[src/hdl/bfm_ram.sv]
// Generic single-clock RAM: one write port, one read port, registered read.
// No dependencies.
module bfm_ram #(
  parameter int WIDTH = 8,
  parameter int DEPTH = 256,
  localparam int AW   = (DEPTH > 1) ? $clog2(DEPTH) : 1
) (
  input  logic             clk,
  input  logic             we,
  input  logic [AW-1:0]    waddr,
  input  logic [WIDTH-1:0] wdata,
  input  logic             re,
  input  logic [AW-1:0]    raddr,
  output logic [WIDTH-1:0] rdata
);

  logic [WIDTH-1:0] mem [DEPTH];

  // Write port
  always_ff @(posedge clk) begin
    if (we) begin
      mem[waddr] <= wdata;
    end
  end

  // Registered read port
  always_ff @(posedge clk) begin
    if (re) begin
      rdata <= mem[raddr];
    end
  end

endmodule

[config.mk]
export PLATFORM = sky130hd
export DESIGN_NAME = bfm_ram
export DESIGN_NICKNAME = d
export VERILOG_FILES = /design/src/hdl/bfm_ram.sv
export SDC_FILE = /design/constraint.sdc
export NUM_CORES = 2
export LEC_CHECK = 0
export BUFFER_PORTS_ARGS = -buffer_cell sky130_fd_sc_hd__buf_4
export CORE_MARGIN = 2
export CORE_UTILIZATION = 45
export CTS_CLUSTER_SIZE = 28
export DETAILED_ROUTE_END_ITERATION = 12
export GPL_TIMING_DRIVEN = 0
export PLACE_DENSITY = 0.68
export SLEW_MARGIN = 15
export SYNTH_ARGS = -nofsm -noshare
export SYNTH_HDL_FRONTEND = slang
export SYNTH_SLANG_ARGS = --single-unit
[constraint.sdc]
create_clock -name clk -period 4.5 [get_ports clk]
set_clock_uncertainty 0.05 [all_clocks]
set_input_delay 0.225 -clock clk [delete_from_list [all_inputs] [get_ports clk]]
set_output_delay 0.225 -clock clk [all_outputs]
set_load 0.005 [all_outputs]
After elaboration in Yosys (flattened, before gate mapping)
Memories as Yosys holds them, arrays and structs flattened. A register that Yosys moved wholly into a read port is not among the register bits.
Index checks and enable logic that the tools add are counted.
{"block": "totals", "output_inout_bits": 8, "wordCells": 3, "in_bits": 27, "memories": 1, "register_bits": 0, "mem_bits_rw": 2048}
{"block": "classes", "mux": 2}
{"memory": "mem", "depth": 256, "word_bits": 8, "read_ports": 1, "rd_clocked_by_memory_dff": 1, "write_ports": 1, "line": "17", "rtl": "logic [WIDTH-1:0] mem [DEPTH];"}
{"operator": "$mux W1", "n": 2}

Logic depth before layout (Yosys ltp)
{"block": "logic_depth", "ltp_word": 2, "mapped_depth": 11, "depth_no_buf": 6}

Least setup slack after synthesis
Ideal clock, no wire load.
{"block": "synth_timing", "kind": "input -> register", "start": "input raddr[0]", "end": "register rdata[2] (read register of mem), data pin", "cell_stages": 9, "arrival_ps": 2032, "setup_ps": 269, "required_time_ps": 4181, "path_slack_ps": 2149, "path_buffers": 4, "cell_sequence": "buf_6 -> buf_12 -> buf_8 -> buf_2 -> mux4_2 -> a22oi_1 -> a21oi_1 -> nor4_1 -> nor4_2"}
{"element": "start: declaration", "line": "13", "rtl": "input logic [AW-1:0] raddr,"}
{"element": "end: declaration", "line": "14", "rtl": "output logic [WIDTH-1:0] rdata"}

==> results.cfg <==
[setup_path]
reg2reg_from = mem[211][5]$_DFFE_PP_
critical_path_required_ns = 4.96
critPathCaptureType = flip-flop
cp_common_cell = clkbuf_1
critPathKind = primary input to flip-flop
rr_worst_depth = 6
cp_slowest_cell = clkbuf_1
r2r-end = rdata[5]$_DFFE_PP_
cp_cell_sequence = buf_4 > buf_4 > clkbuf_1 > clkbuf_1 > clkbuf_1 > a211oi_1 > nor2_1 > nor4_1 > nor4_2
cp_top_family = buffers and inverters
worst_ep_arrival_time_ns = 4.91
cp_num_buf_inv = 5
max_stage_delay_ns = 1.01
cp_max_fo = 11
reg2reg_slack_ns = 1.00
start_kind = primary input

[cells_and_area]
multi_input_area_mm2 = 0.0165
area_delta_synth_final_pct = 12.8
regArea_mm2 = 0.0617
fin_nets = 4021
final_core_util_pct = 51.1
fillCellCount = 13631
finalInstanceArea_mm2 = 0.0898
fin_cells = 6500
drive_above_1_share_pct = 22.1

[flow_run]
cap_violations = 0

[logic_synthesis]
synth_seq_cells = 2056
syn-num-nets = 3760
synth_top_area_share_pct = 77.5
yosysTopAreaCell = edfxtp_1
synth_common_cells = 2,056 x edfxtp_1, 454 x mux4_2, 282 x nor2_1
synth_warnings = 0
synth_flop_cell = edfxtp_1
netlist_top_cells_area = edfxtp_1 78%, mux4_2 13%, mux2i_1 1.7%
synth_edf_count = 2056
yosysUniqueCellTypes = 54
syn_area_mm2 = 0.0796
yosysSeqAreaShare_pct = 77.5
yosysMostFrequentCell = edfxtp_1
syn_avg_cell_area_um2 = 21.3
synthCells = 3733
ys_async_sr_fraction_pct = 0

[place]
placed_area_mm2 = 0.0836
dp_slack_ns = -0.583
gp_congestion = 0.973
dpl.cell_count = 6126
io_buffers = 27
place_hpwl_mm = 158

[floorplanning]
ios = 35
initial_core_util_pct = 45.3
dieArea_mm2 = 0.180
fp.dieH_um = 425
core_mm2 = 0.176
num_rows = 154
die_w_um = 425

[detailed_routing]
drt_wl_total_mm = 234
drtIter0Drc = 6958
vias_per_cell = 6.41
drc = 0
wire_per_inst_um = 36.0
dr.pass1.iters = 8
ant_nets = 0
vias = 41681

[clock_tree]
cts_tree = yes
cts.sinks = 2056
post_cts_resized = 0
htree_levels = 4
clock_latency_ns = 0.86
path_clk_slew_ns = 0.06
ctsRootBufferMaster = clkbuf_16
post_cts_buffers = 0
numCtsBuffers = 197
clockBufferDepth = 3

[min_path]
hp-class = primary input to flip-flop
hold_path_depth = 2
hp-start = wdata[0]
min_to = mem[214][0]$_DFFE_PP_

[power_and_ir_drop]
vdd_drop_max_mv = 0.437
power.density_mw_per_mm2 = 438
p_leak_nw = 27.6

[grt]
grt_pass1_vias = 40575
grt_max_degree = 141
grt_pass1_wl_mm = 321
grt.overflow.total = 0
grt_usage_pct = 25.9
antenna_found_initial = 18

[timing]
tightest_slew_ns = 1.39
drv_slew = 0
finalSetupViolations = 0
timing.hold.ws_ns = 0.180
final.setup.worst_slack_ns = 0.0519
layout_min_cycle_time_ns = 4.45
fin_crit_sh_pct = 98.8
maxClockFrequency_ghz = 0.225
hold_viol = 0
grt_setup_unrepaired = false
slew_headroom_pct = 7.16

[status]
outcome = finished, final reports clean
area by class of cell:
| type | count | share of cell area, % |
|---|---|---|
| multi-input cells | 1442 | 18.3 |
| well taps | 2340 | 3.26 |
| plain buffers | 233 | 1.65 |
| inverters | 2 | 0.00836 |
| diodes | 8 | 0.0223 |
| flip-flops and latches | 2056 | 68.7 |
| clock buffers | 244 | 5.78 |
| clock inverters | 113 | 1.04 |
| repair buffers | 62 | 1.19 |
kinds of logic (layout without fill, tap and decap cells):
family	count (synthesis)	in the layout	synth area share, %
other	0	8	0
DFF	2056	2056	77.5
buffers and inverters	235	654	1.83
muxes	591	591	14.6
and+or+nand+nor	466	466	2.63
AOI/OAI and AO/OA	385	385	3.42
sequential cells by signal (all words and copies together) (netlist names):
signal and cells:
mem 2048, rdata 8
power breakdown:
part           switching, mW  total [mW]  internal, mW
logic                   1.55        2.26         0.704
clock network           7.19        16.0          8.77
registers             0.0182        21.1          21.1
worst max-delay path by stage:
stage / cells past startpoint / to / start / slack [ns]
after global placement: 9 / rdata[7]$_DFFE_PP_ / raddr[4] / -1.05
final: 9 / rdata[7]$_DFFE_PP_ / raddr[4] / 0.05
after global routing: 9 / rdata[2]$_DFFE_PP_ / raddr[4] / 0.30
after detailed placement: 9 / rdata[2]$_DFFE_PP_ / raddr[4] / -0.58
after floorplan: 9 / rdata[2]$_DFFE_PP_ / raddr[0] / 2.15
after CTS: 9 / rdata[2]$_DFFE_PP_ / raddr[4] / 0.28
metal layers:
| layer | part of all wire, % | vias up | GRT usage (%) | wire (um) |
|---|---|---|---|---|
| met3 | 13 | 549 | 7.67 | 29800 |
| met2 | 45 | 3054 | 38.4 | 105000 |
| met4 | 6.1 | 16 | 13.8 | 14200 |
| met5 | 0.054 | - | 0 | 126 |
| met1 | 36 | 21810 | 34.6 | 84800 |
| li1 | - | 16252 | - | - |
repair_timing:
action | CTS | global route
endpoints found under the setup margin | 0 | 0
hold buffers | 9 | 0
endpoints found under the hold margin | 590 | 0
through the flow:
stage / total power, mW / setup TNS, ns
after floorplan: 22.6 / 0
after global placement: 23.7 / -4.40
after detailed placement: 23.7 / -2.58
after CTS: 39.3 / 0
after global routing: 40.2 / 0
final: 39.4 / 0
layout by cell type (no fill, tap or decap), types with 33 or more instances in the layout:
| master | netlist | layout |
|---|---|---|
| a22oi_1 | 133 | 133 |
| nand3_1 | 34 | 34 |
| nand2_1 | 33 | 33 |
| clkbuf_16 | 0 | 201 |
| a21oi_1 | 96 | 96 |
| nor2_1 | 282 | 280 |
| o221ai_1 | 46 | 46 |
| clkbuf_1 | 111 | 131 |
| mux4_2 | 454 | 454 |
| buf_4 | 27 | 46 |
| buf_2 | 31 | 35 |
| edfxtp_1 | 2056 | 2056 |
| clkinv_1 | 1 | 52 |
| mux2i_1 | 134 | 134 |
Power figures use the tool's default switching activity.
