===== config.mk =====
export PLATFORM = sky130hd
export DESIGN_NAME = bfm_hash
export DESIGN_NICKNAME = d
export VERILOG_FILES = /design/src/hdl/bfm_pkg.sv /design/src/hdl/bfm_hash.sv
export SDC_FILE = /design/constraint.sdc
export NUM_CORES = 2
export LEC_CHECK = 0
export BUFFER_PORTS_ARGS = -buffer_cell sky130_fd_sc_hd__buf_2
export CAP_MARGIN = 20
export CORE_UTILIZATION = 60
export CTS_CLUSTER_SIZE = 24
export DETAILED_ROUTE_END_ITERATION = 10
export PLACE_DENSITY = 0.78
export REMOVE_ABC_BUFFERS = 1
export SETUP_SLACK_MARGIN = 0.3
export SLEW_MARGIN = 10
export SYNTH_ARGS = -nofsm -noshare
export SYNTH_HDL_FRONTEND = slang
export SYNTH_SLANG_ARGS = --single-unit
export TNS_END_PERCENT = 20

===== constraint.sdc =====
create_clock -name clk -period 25.1 [get_ports clk]
set_input_delay 5.02 -clock clk [delete_from_list [all_inputs] [get_ports clk]]
set_output_delay 5.02 -clock clk [all_outputs]
set_load 0.01 [all_outputs]

===== src/hdl/bfm_pkg.sv =====
// Shared types, constants and helpers for the Bloom filter engine.
// Used by the hash unit, the top level and the testbench.
package bfm_pkg;

  // Hash constants
  localparam logic [63:0] HASH_SEED = 64'h0000_0000_97c2_9b3a;
  localparam logic [63:0] MIX_C1    = 64'h87c3_7b91_1142_53d5;
  localparam logic [63:0] MIX_C2    = 64'h4cf5_ad43_2745_937f;
  localparam logic [63:0] FIN_C1    = 64'hff51_afd7_ed55_8ccd;
  localparam logic [63:0] FIN_C2    = 64'hc4ce_b9fe_1a85_ec53;
  localparam logic [63:0] KEY_BYTES = 64'd8;

  // Table size default
  localparam int FILTER_BYTES_DEF = 256;

  // Probe count limits
  localparam logic [3:0] PROBES_MIN = 4'd1;
  localparam logic [3:0] PROBES_MAX = 4'd8;

  // Configuration port
  localparam int CFG_DATA_W = 4;

  typedef enum logic [0:0] {
    REG_HASH_COUNT = 1'b0,
    REG_RANGE_MODE = 1'b1
  } cfg_reg_t;

  // Request kinds
  localparam logic REQ_INSERT = 1'b0;
  localparam logic REQ_QUERY  = 1'b1;

  // Transaction payloads
  typedef struct packed {
    logic        req_type;
    logic [63:0] key;
  } req_item_t;

  typedef struct packed {
    logic found;
    logic was_query;
  } rsp_item_t;

  // Four 32-bit hash words
  typedef struct packed {
    logic [31:0] w3;
    logic [31:0] w2;
    logic [31:0] w1;
    logic [31:0] w0;
  } hash_words_t;

  // Hash unit handshake
  typedef struct packed {
    logic        start;
    logic [63:0] key;
  } hash_cmd_t;

endpackage


===== src/hdl/bfm_hash.sv =====
// Sequential MurmurHash3 x64_128 unit for one 8-byte key.
// Shares one 32x32 multiplier over the partial products; uses bfm_pkg.
module bfm_hash
  import bfm_pkg::*;
(
  input  logic        clk,
  input  logic        rst,
  input  hash_cmd_t   cmd,
  output logic        done,
  output hash_words_t words
);

  typedef enum logic [10:0] {
    HS_IDLE = 11'b000_0000_0001,
    HS_M1   = 11'b000_0000_0010,
    HS_M2   = 11'b000_0000_0100,
    HS_ADD1 = 11'b000_0000_1000,
    HS_ADD2 = 11'b000_0001_0000,
    HS_FA1  = 11'b000_0010_0000,
    HS_FA2  = 11'b000_0100_0000,
    HS_FB1  = 11'b000_1000_0000,
    HS_FB2  = 11'b001_0000_0000,
    HS_ADD3 = 11'b010_0000_0000,
    HS_ADD4 = 11'b100_0000_0000
  } hstate_t;

  hstate_t     hst;
  logic [1:0]  mph;
  logic [63:0] mx;
  logic [63:0] mc;
  logic [63:0] prod;
  logic [63:0] acc;
  logic [63:0] a;
  logic [63:0] b;

  logic [31:0] mul_a;
  logic [31:0] mul_b;
  logic [63:0] mul_out;
  logic [63:0] res;
  logic [63:0] fm;
  logic        in_mul;
  logic        mul_last;

  // Pick partial-product operands by phase
  always_comb begin
    unique case (mph)
      2'd0: begin
        mul_a = mx[31:0];
        mul_b = mc[31:0];
      end
      2'd1: begin
        mul_a = mx[31:0];
        mul_b = mc[63:32];
      end
      default: begin
        mul_a = mx[63:32];
        mul_b = mc[31:0];
      end
    endcase
  end

  assign mul_out  = 64'(mul_a) * 64'(mul_b);
  assign res      = {acc[63:32] + prod[31:0], acc[31:0]};
  assign fm       = res ^ (res >> 33);
  assign in_mul   = (hst == HS_M1) || (hst == HS_M2) || (hst == HS_FA1) ||
                    (hst == HS_FA2) || (hst == HS_FB1) || (hst == HS_FB2);
  assign mul_last = (mph == 2'd3);

  // Multiply datapath: accumulate low 64 bits of the product
  always_ff @(posedge clk) begin
    if (in_mul) begin
      unique case (mph)
        2'd0: prod <= mul_out;
        2'd1: begin
          acc  <= prod;
          prod <= mul_out;
        end
        2'd2: begin
          acc[63:32] <= acc[63:32] + prod[31:0];
          prod       <= mul_out;
        end
        default: prod <= prod;
      endcase
    end
  end

  // Sequence the hash steps
  always_ff @(posedge clk) begin
    if (rst) begin
      hst  <= HS_IDLE;
      mph  <= 2'd0;
      done <= 1'b0;
    end else begin
      done <= 1'b0;
      if (in_mul) begin
        mph <= mph + 2'd1;
      end
      unique case (hst)
        HS_IDLE: begin
          if (cmd.start) begin
            mx  <= cmd.key;
            mc  <= MIX_C1;
            mph <= 2'd0;
            hst <= HS_M1;
          end
        end
        HS_M1: begin
          if (mul_last) begin
            mx  <= {res[32:0], res[63:33]};
            mc  <= MIX_C2;
            hst <= HS_M2;
          end
        end
        HS_M2: begin
          if (mul_last) begin
            a   <= HASH_SEED ^ res ^ KEY_BYTES;
            b   <= HASH_SEED ^ KEY_BYTES;
            hst <= HS_ADD1;
          end
        end
        HS_ADD1: begin
          a   <= a + b;
          hst <= HS_ADD2;
        end
        HS_ADD2: begin
          b   <= b + a;
          mx  <= a ^ (a >> 33);
          mc  <= FIN_C1;
          hst <= HS_FA1;
        end
        HS_FA1: begin
          if (mul_last) begin
            mx  <= fm;
            mc  <= FIN_C2;
            hst <= HS_FA2;
          end
        end
        HS_FA2: begin
          if (mul_last) begin
            a   <= fm;
            mx  <= b ^ (b >> 33);
            mc  <= FIN_C1;
            hst <= HS_FB1;
          end
        end
        HS_FB1: begin
          if (mul_last) begin
            mx  <= fm;
            mc  <= FIN_C2;
            hst <= HS_FB2;
          end
        end
        HS_FB2: begin
          if (mul_last) begin
            b   <= fm;
            hst <= HS_ADD3;
          end
        end
        HS_ADD3: begin
          a   <= a + b;
          hst <= HS_ADD4;
        end
        HS_ADD4: begin
          b    <= b + a;
          done <= 1'b1;
          hst  <= HS_IDLE;
        end
        default: hst <= HS_IDLE;
      endcase
    end
  end

  assign words.w0 = a[31:0];
  assign words.w1 = a[63:32];
  assign words.w2 = b[31:0];
  assign words.w3 = b[63:32];

endmodule


* Word-level counts from Yosys, hierarchy flattened
Index checks and enable logic that the tools add are counted.
** Word-level totals
- Register bits :: 398
- Output and inout port bits :: 129
- Input bits :: 67
- Word-level logic and storage cells :: 93
** Cells by class
- Multiply operators :: 1
- Bitwise logic cells :: 6
- Muxes and demuxes :: 29
- Reductions and logical operators :: 22
- Add/sub/neg operators :: 3
- Equality and inequality tests :: 22
** Operators by type and width (count)
- 64-bit two-way mux :: 10
- 64-bit one-hot mux with 5 select lines :: 2
- 64-bit one-hot mux with 3 select lines :: 2
- 64-bit by 31-bit bitwise XOR with 64-bit output :: 3
- 11-bit one-hot mux with 10 select lines :: 1
- 11-bit two-way mux :: 7
- 64-bit adder :: 1
- 32-bit by 32-bit multiplier with 64-bit output :: 1
- 32-bit two-way mux :: 2
- 32-bit one-hot mux with 2 select lines :: 1
- 32-bit adder :: 1
- 17-bit inverter :: 1
- 2-bit != test, second input constant :: 7
- 11-bit by 1-bit equality test with 1-bit output, second input constant :: 1
- 11-bit by 10-bit equality test with 1-bit output, second input constant :: 1
- 11-bit equality test, second input constant :: 1
- 11-bit by 2-bit equality test with 1-bit output, second input constant :: 1
- 11-bit by 3-bit equality test with 1-bit output, second input constant :: 1
- 11-bit by 4-bit equality test with 1-bit output, second input constant :: 1
- 11-bit by 5-bit equality test with 1-bit output, second input constant :: 1
- 11-bit by 6-bit equality test with 1-bit output, second input constant :: 1
- 11-bit by 7-bit equality test with 1-bit output, second input constant :: 1
- 11-bit by 8-bit equality test with 1-bit output, second input constant :: 1
- 11-bit by 9-bit equality test with 1-bit output, second input constant :: 1
- 18 further kinds :: 33

* Logic depth before layout (Yosys ltp)
- Depth after elaboration :: 9
- Mapped depth :: 35
- Gate-level depth less buffers :: 31

* Least setup slack after synthesis
OpenSTA, ideal clock, no wires.
- Path kind :: input to register
- From :: input cmd[64] (netlist bit)
- To :: register mc[12] (enable)
- Data arrival time :: 17204 ps
- Stages on the path :: 2
- Buffers on the path :: 0
- Library setup time :: 928 ps
- Setup slack :: 6968 ps
- Required time :: 24172 ps
- Cells stage by stage :: nor2_1 > a2111oi_0
** Between the ends
- Cells in the longest elaborated chain, start to end :: 2
** RTL lines
- start, declared :: RTL line bfm_hash.sv:8 : input hash_cmd_t cmd,
- 2-bit != test (no line)
- 6-bit AND reduction (no line)
- end signal, assigned :: RTL line bfm_hash.sv:102 : mc <= MIX_C1;
- end signal, assigned :: RTL line bfm_hash.sv:110 : mc <= MIX_C2;
- end signal, assigned :: RTL line bfm_hash.sv:128 : mc <= FIN_C1;
- end, declared :: RTL line bfm_hash.sv:30 : logic [63:0] mc;
Every way passes these cells.
A chain may end at the register's enable or synchronous reset.

* Worst setup path in the final report
- From :: register mph[1]
- To :: register prod[60] (data pin)
** Between the ends
- Cells in the longest elaborated chain, start to end :: 4
- Elaborated cells between the ends (all ways) :: 6
- Classes of those cells :: mul (1); eq/ne (1); mux (2); reduce/logical (2)
** RTL lines
- start, declared :: RTL line bfm_hash.sv:28 : logic [1:0] mph;
- start signal, assigned :: RTL line bfm_hash.sv:96 : mph <= mph + 2'd1;
- 2-bit by 1-bit equality test with 1-bit output / 2-bit logical NOT (equally long branches) :: RTL line bfm_hash.sv:46 : unique case (mph)
- 2-bit OR reduction (no line)
- 32-bit two-way mux :: RTL line bfm_hash.sv:46
- 32-bit by 32-bit multiplier with 64-bit output (*) :: RTL line bfm_hash.sv:62 : assign mul_out = 64'(mul_a) * 64'(mul_b);
- named net mul_out[60] :: RTL line bfm_hash.sv:38 : logic [63:0] mul_out;
- end signal, assigned :: RTL line bfm_hash.sv:73 : 2'd0: prod <= mul_out;
- end signal, assigned :: RTL line bfm_hash.sv:76 : prod <= mul_out;
- end signal, assigned :: RTL line bfm_hash.sv:80 : prod <= mul_out;
- end, declared :: RTL line bfm_hash.sv:31 : logic [63:0] prod;
The timed path passes the listed nets; every way through them passes the cells marked *.

==> results_dict.tcl <==
set metrics [dict create \
    area_growth_from_synthesis_to_final_layout_pct 6.47 \
    worst_pin_slew_ps 1140 \
    number_of_enable_flip_flop_cells_after_synthesis 334 \
    status "complete, no violations" \
    postSynthRegisterBits 348 \
    worst_path_largest_cell_delay_ps 1020 \
    cp_data_required_time_ps 25390 \
    grt_pass1_wl_um 285000 \
    synth_area_in_adders 0.420 \
    wl_met1_um 68800 \
    hold_buffers 0 \
    chipHeight_um 301 \
    yosys.area.top_type "sky130_fd_sc_hd__fa_1" \
    routed_wl_um 194000 \
    master_of_the_slowest_instance_on_the_critical_path "sky130_fd_sc_hd__o41ai_1" \
    critical_path_class "flop to flop" \
    routedWlPerCell_um 27.9 \
    report.final.hold_viol_count 0 \
    core_area_um2 88400 \
    clock_path_buffers 3 \
    synth_xor_area_frac 0.0407 \
    final.setup.tns_ps 0 \
    ys_top_cells_by_area "sky130_fd_sc_hd__fa_1 (34%), sky130_fd_sc_hd__edfxtp_1 (19%), sky130_fd_sc_hd__ha_1 (8.5%), sky130_fd_sc_hd__inv_1 (6.1%), sky130_fd_sc_hd__nor2_1 (4.9%)" \
    leading_register_cell_type_out_of_synthesis "sky130_fd_sc_hd__edfxtp_1" \
    antenna_violations_before_repair 6 \
    max_freq_mhz 93.1 \
    postCtsSetupBuffers 0 \
    worst_setup_path_startpoint "mph[1]$_SDFF_PP0_" \
    firstDrtPassIters 7 \
    finish.net_count 7062 \
    cts.sinks 348 \
    cp.arrival_ps 11030 \
    drv_cap 0 \
    numCtsBuffers 36 \
    finalClockSkew_ps 29.4 \
    yosysTopAreaCellShare 0.336 \
    highest_metal_layer_with_signal_wires "met5" \
    place_congestion 1.06 \
    hold_path.startpoint "prod[21]$_DFFE_PP_" \
    synth_compound_area_frac 0.115 \
    endpoint_type_of_the_worst_setup_path "flop" \
    post_synth_mux_area_share 0.0225 \
    period_share 0.428 \
    syn-instance-count 5694 \
    synth-warning-count 0 \
    detail_route.vias_per_cell 6.48 \
    detailroute.via_count 44933 \
    rsz_0062_raised_after_global_routing "false" \
    overflow 0 \
    synth_simple_gate_area_frac 0.126 \
    drc 0 \
    drive_gt1_frac 0.0873 \
    start_kind "flop" \
    worst_skew_pair.late_latency_ps 560 \
    resized_gates_after_cts 0 \
    clock-root-buffer "sky130_fd_sc_hd__clkbuf_16" \
    largest_family_of_logic_cells_by_synthesized_area "adder cells" \
    rows 109 \
    drt_iter0_drc 6174 \
    cp_max_fo 56 \
    dr_wl_met2_um 83600 \
    final_antenna_net_count 0 \
    cts_tree "built" \
    first_global_vias 44960 \
    timing.critical_path.mode_cell "sky130_fd_sc_hd__fa_1" \
    hold_path_depth 0 \
    rr_startpoint "mph[1]$_SDFF_PP0_" \
    setup-violations-final 0 \
    clkTransAtPathRegs_ps 60 \
    relSlewSlack 0.233 \
    groute.usage.overall 0.431 \
    floorplan.io_pins 196 \
    total_half_perimeter_wirelength_after_legalization_and_detailed_placement_um 151000 \
    met3_wirelength_um 27000 \
    synth.yosys.seq_area_share 0.193 \
    timing_max_transition_violations_final 0 \
    syn_area_um2 53500 \
    portBuffers 195 \
    die_width_um 301 \
    initial_core_util 0.606 \
    grt_max_degree 75 \
    die_area_um2 90400 \
    hold_class "flop to flop" \
    htree_levels 2 \
    synthArstFlopShare 0 \
    worst_reg_to_reg_cells 30 \
    shortest_clock_period_the_worst_path_allows_after_layout_ps 10740 \
    synthesis.area_per_instance_um2 9.40 \
    synthDistinctLibCells 92 \
]
==> per-stage QoR <==
stage | std cells | hold slack [ps] | instance area (µm²) | worst slack [ps] | util
after floorplan | 5396 | 433 | 52400 | 6150 | -
after detailed placement | 6861 | 448 | 55900 | 14530 | 0.632
after global placement | 6860 | 454 | 55800 | 14660 | 0.632
after global routing | 6927 | 488 | 57000 | 13990 | 0.645
final | 6930 | 476 | 57000 | 14360 | 0.645
after CTS | 6926 | 478 | 57000 | 14530 | 0.645
==> critical path: cells and delay by family (launching register included) <==
family	cells	cell delay, ps
adder cells (fa/ha/maj)	10	4540
AO/OA/AOI/OAI	6	2560
buffers and inverters	8	1810
AND/OR/NAND/NOR	4	650
flip-flops	1	390
multiplexers	1	300
XOR/XNOR	1	150
==> layout by cell type (no fill, tap or decap), types with 24 or more instances in the layout <==
cell type / synthesis / routed
sky130_fd_sc_hd__edfxtp_1: 334 / 334
sky130_fd_sc_hd__nand4_1: 32 / 32
sky130_fd_sc_hd__nor2_1: 699 / 689
sky130_fd_sc_hd__o21bai_1: 33 / 33
sky130_fd_sc_hd__a21oi_1: 239 / 235
sky130_fd_sc_hd__clkbuf_16: 0 / 36
sky130_fd_sc_hd__xnor2_1: 158 / 158
sky130_fd_sc_hd__buf_4: 1 / 104
sky130_fd_sc_hd__o21ai_0: 193 / 192
sky130_fd_sc_hd__nand2_1: 617 / 616
sky130_fd_sc_hd__nand3_1: 82 / 82
sky130_fd_sc_hd__a21o_1: 106 / 105
sky130_fd_sc_hd__xor2_1: 89 / 89
sky130_fd_sc_hd__o21a_1: 40 / 40
sky130_fd_sc_hd__nor3_1: 64 / 64
sky130_fd_sc_hd__o211ai_1: 38 / 38
sky130_fd_sc_hd__buf_2: 11 / 195
sky130_fd_sc_hd__a222oi_1: 37 / 37
sky130_fd_sc_hd__ha_1: 362 / 362
sky130_fd_sc_hd__mux2_2: 66 / 66
sky130_fd_sc_hd__fa_1: 898 / 898
sky130_fd_sc_hd__o22ai_1: 24 / 24
sky130_fd_sc_hd__inv_1: 877 / 877
==> registers in the layout (all words and copies together), names as in the netlist, 2 cells and up <==
| name | cells |
|---|---|
| mx | 64 |
| prod | 64 |
| acc | 64 |
| b | 64 |
| mc | 14 |
| mph | 2 |
| hst | 11 |
| a | 64 |
==> layout make-up <==
class / count / area, µm²
inverter: 880 / 3300
fill: 7365 / 31400
clock buffer: 46 / 958
multi-input combinational: 4168 / 39000
tap: 1165 / 1460
timing repair buffer: 301 / 1780
antenna: 3 / 7.51
clock inverter: 19 / 179
sequential: 348 / 10300
==> worst paths after layout <==
| path | to | slack, ps |
|---|---|---|
| max | prod[60]$_DFFE_PP_ | 14360 |
| max reg2reg | prod[60]$_DFFE_PP_ | 14360 |
| min | acc[21]$_DFFE_PP_ | 480 |
| min reg2reg | acc[21]$_DFFE_PP_ | 480 |
==> cell families after synthesis <==
kind of cell | count (synthesis)
adder cells (fa/ha/maj) | 1260
AND/OR/NAND/NOR | 1621
buffers and inverters | 1178
multiplexers | 112
flip-flops | 348
XOR/XNOR | 248
AO/OA/AOI/OAI | 927
==> layer usage <==
layer | up-vias | global-route usage
met4 | 6 | 0.253
met1 | 22219 | 0.563
li1 | 18617 | -
met5 | - | 0
met2 | 3280 | 0.636
met3 | 811 | 0.132
==> Yosys cell counts (64+ instances only) <==
master and instances:
sky130_fd_sc_hd__fa_1 898, sky130_fd_sc_hd__inv_1 877, sky130_fd_sc_hd__nor2_1 699, sky130_fd_sc_hd__nand2_1 617, sky130_fd_sc_hd__ha_1 362, sky130_fd_sc_hd__edfxtp_1 334, sky130_fd_sc_hd__clkbuf_1 268, sky130_fd_sc_hd__a21oi_1 239
sky130_fd_sc_hd__o21ai_0 193, sky130_fd_sc_hd__xnor2_1 158, sky130_fd_sc_hd__a21o_1 106, sky130_fd_sc_hd__xor2_1 89, sky130_fd_sc_hd__nand3_1 82, sky130_fd_sc_hd__mux2_2 66, sky130_fd_sc_hd__nor3_1 64
Power is not shown: default switching activity piles up to over one toggle a cycle in this logic, so the estimate is an artifact.
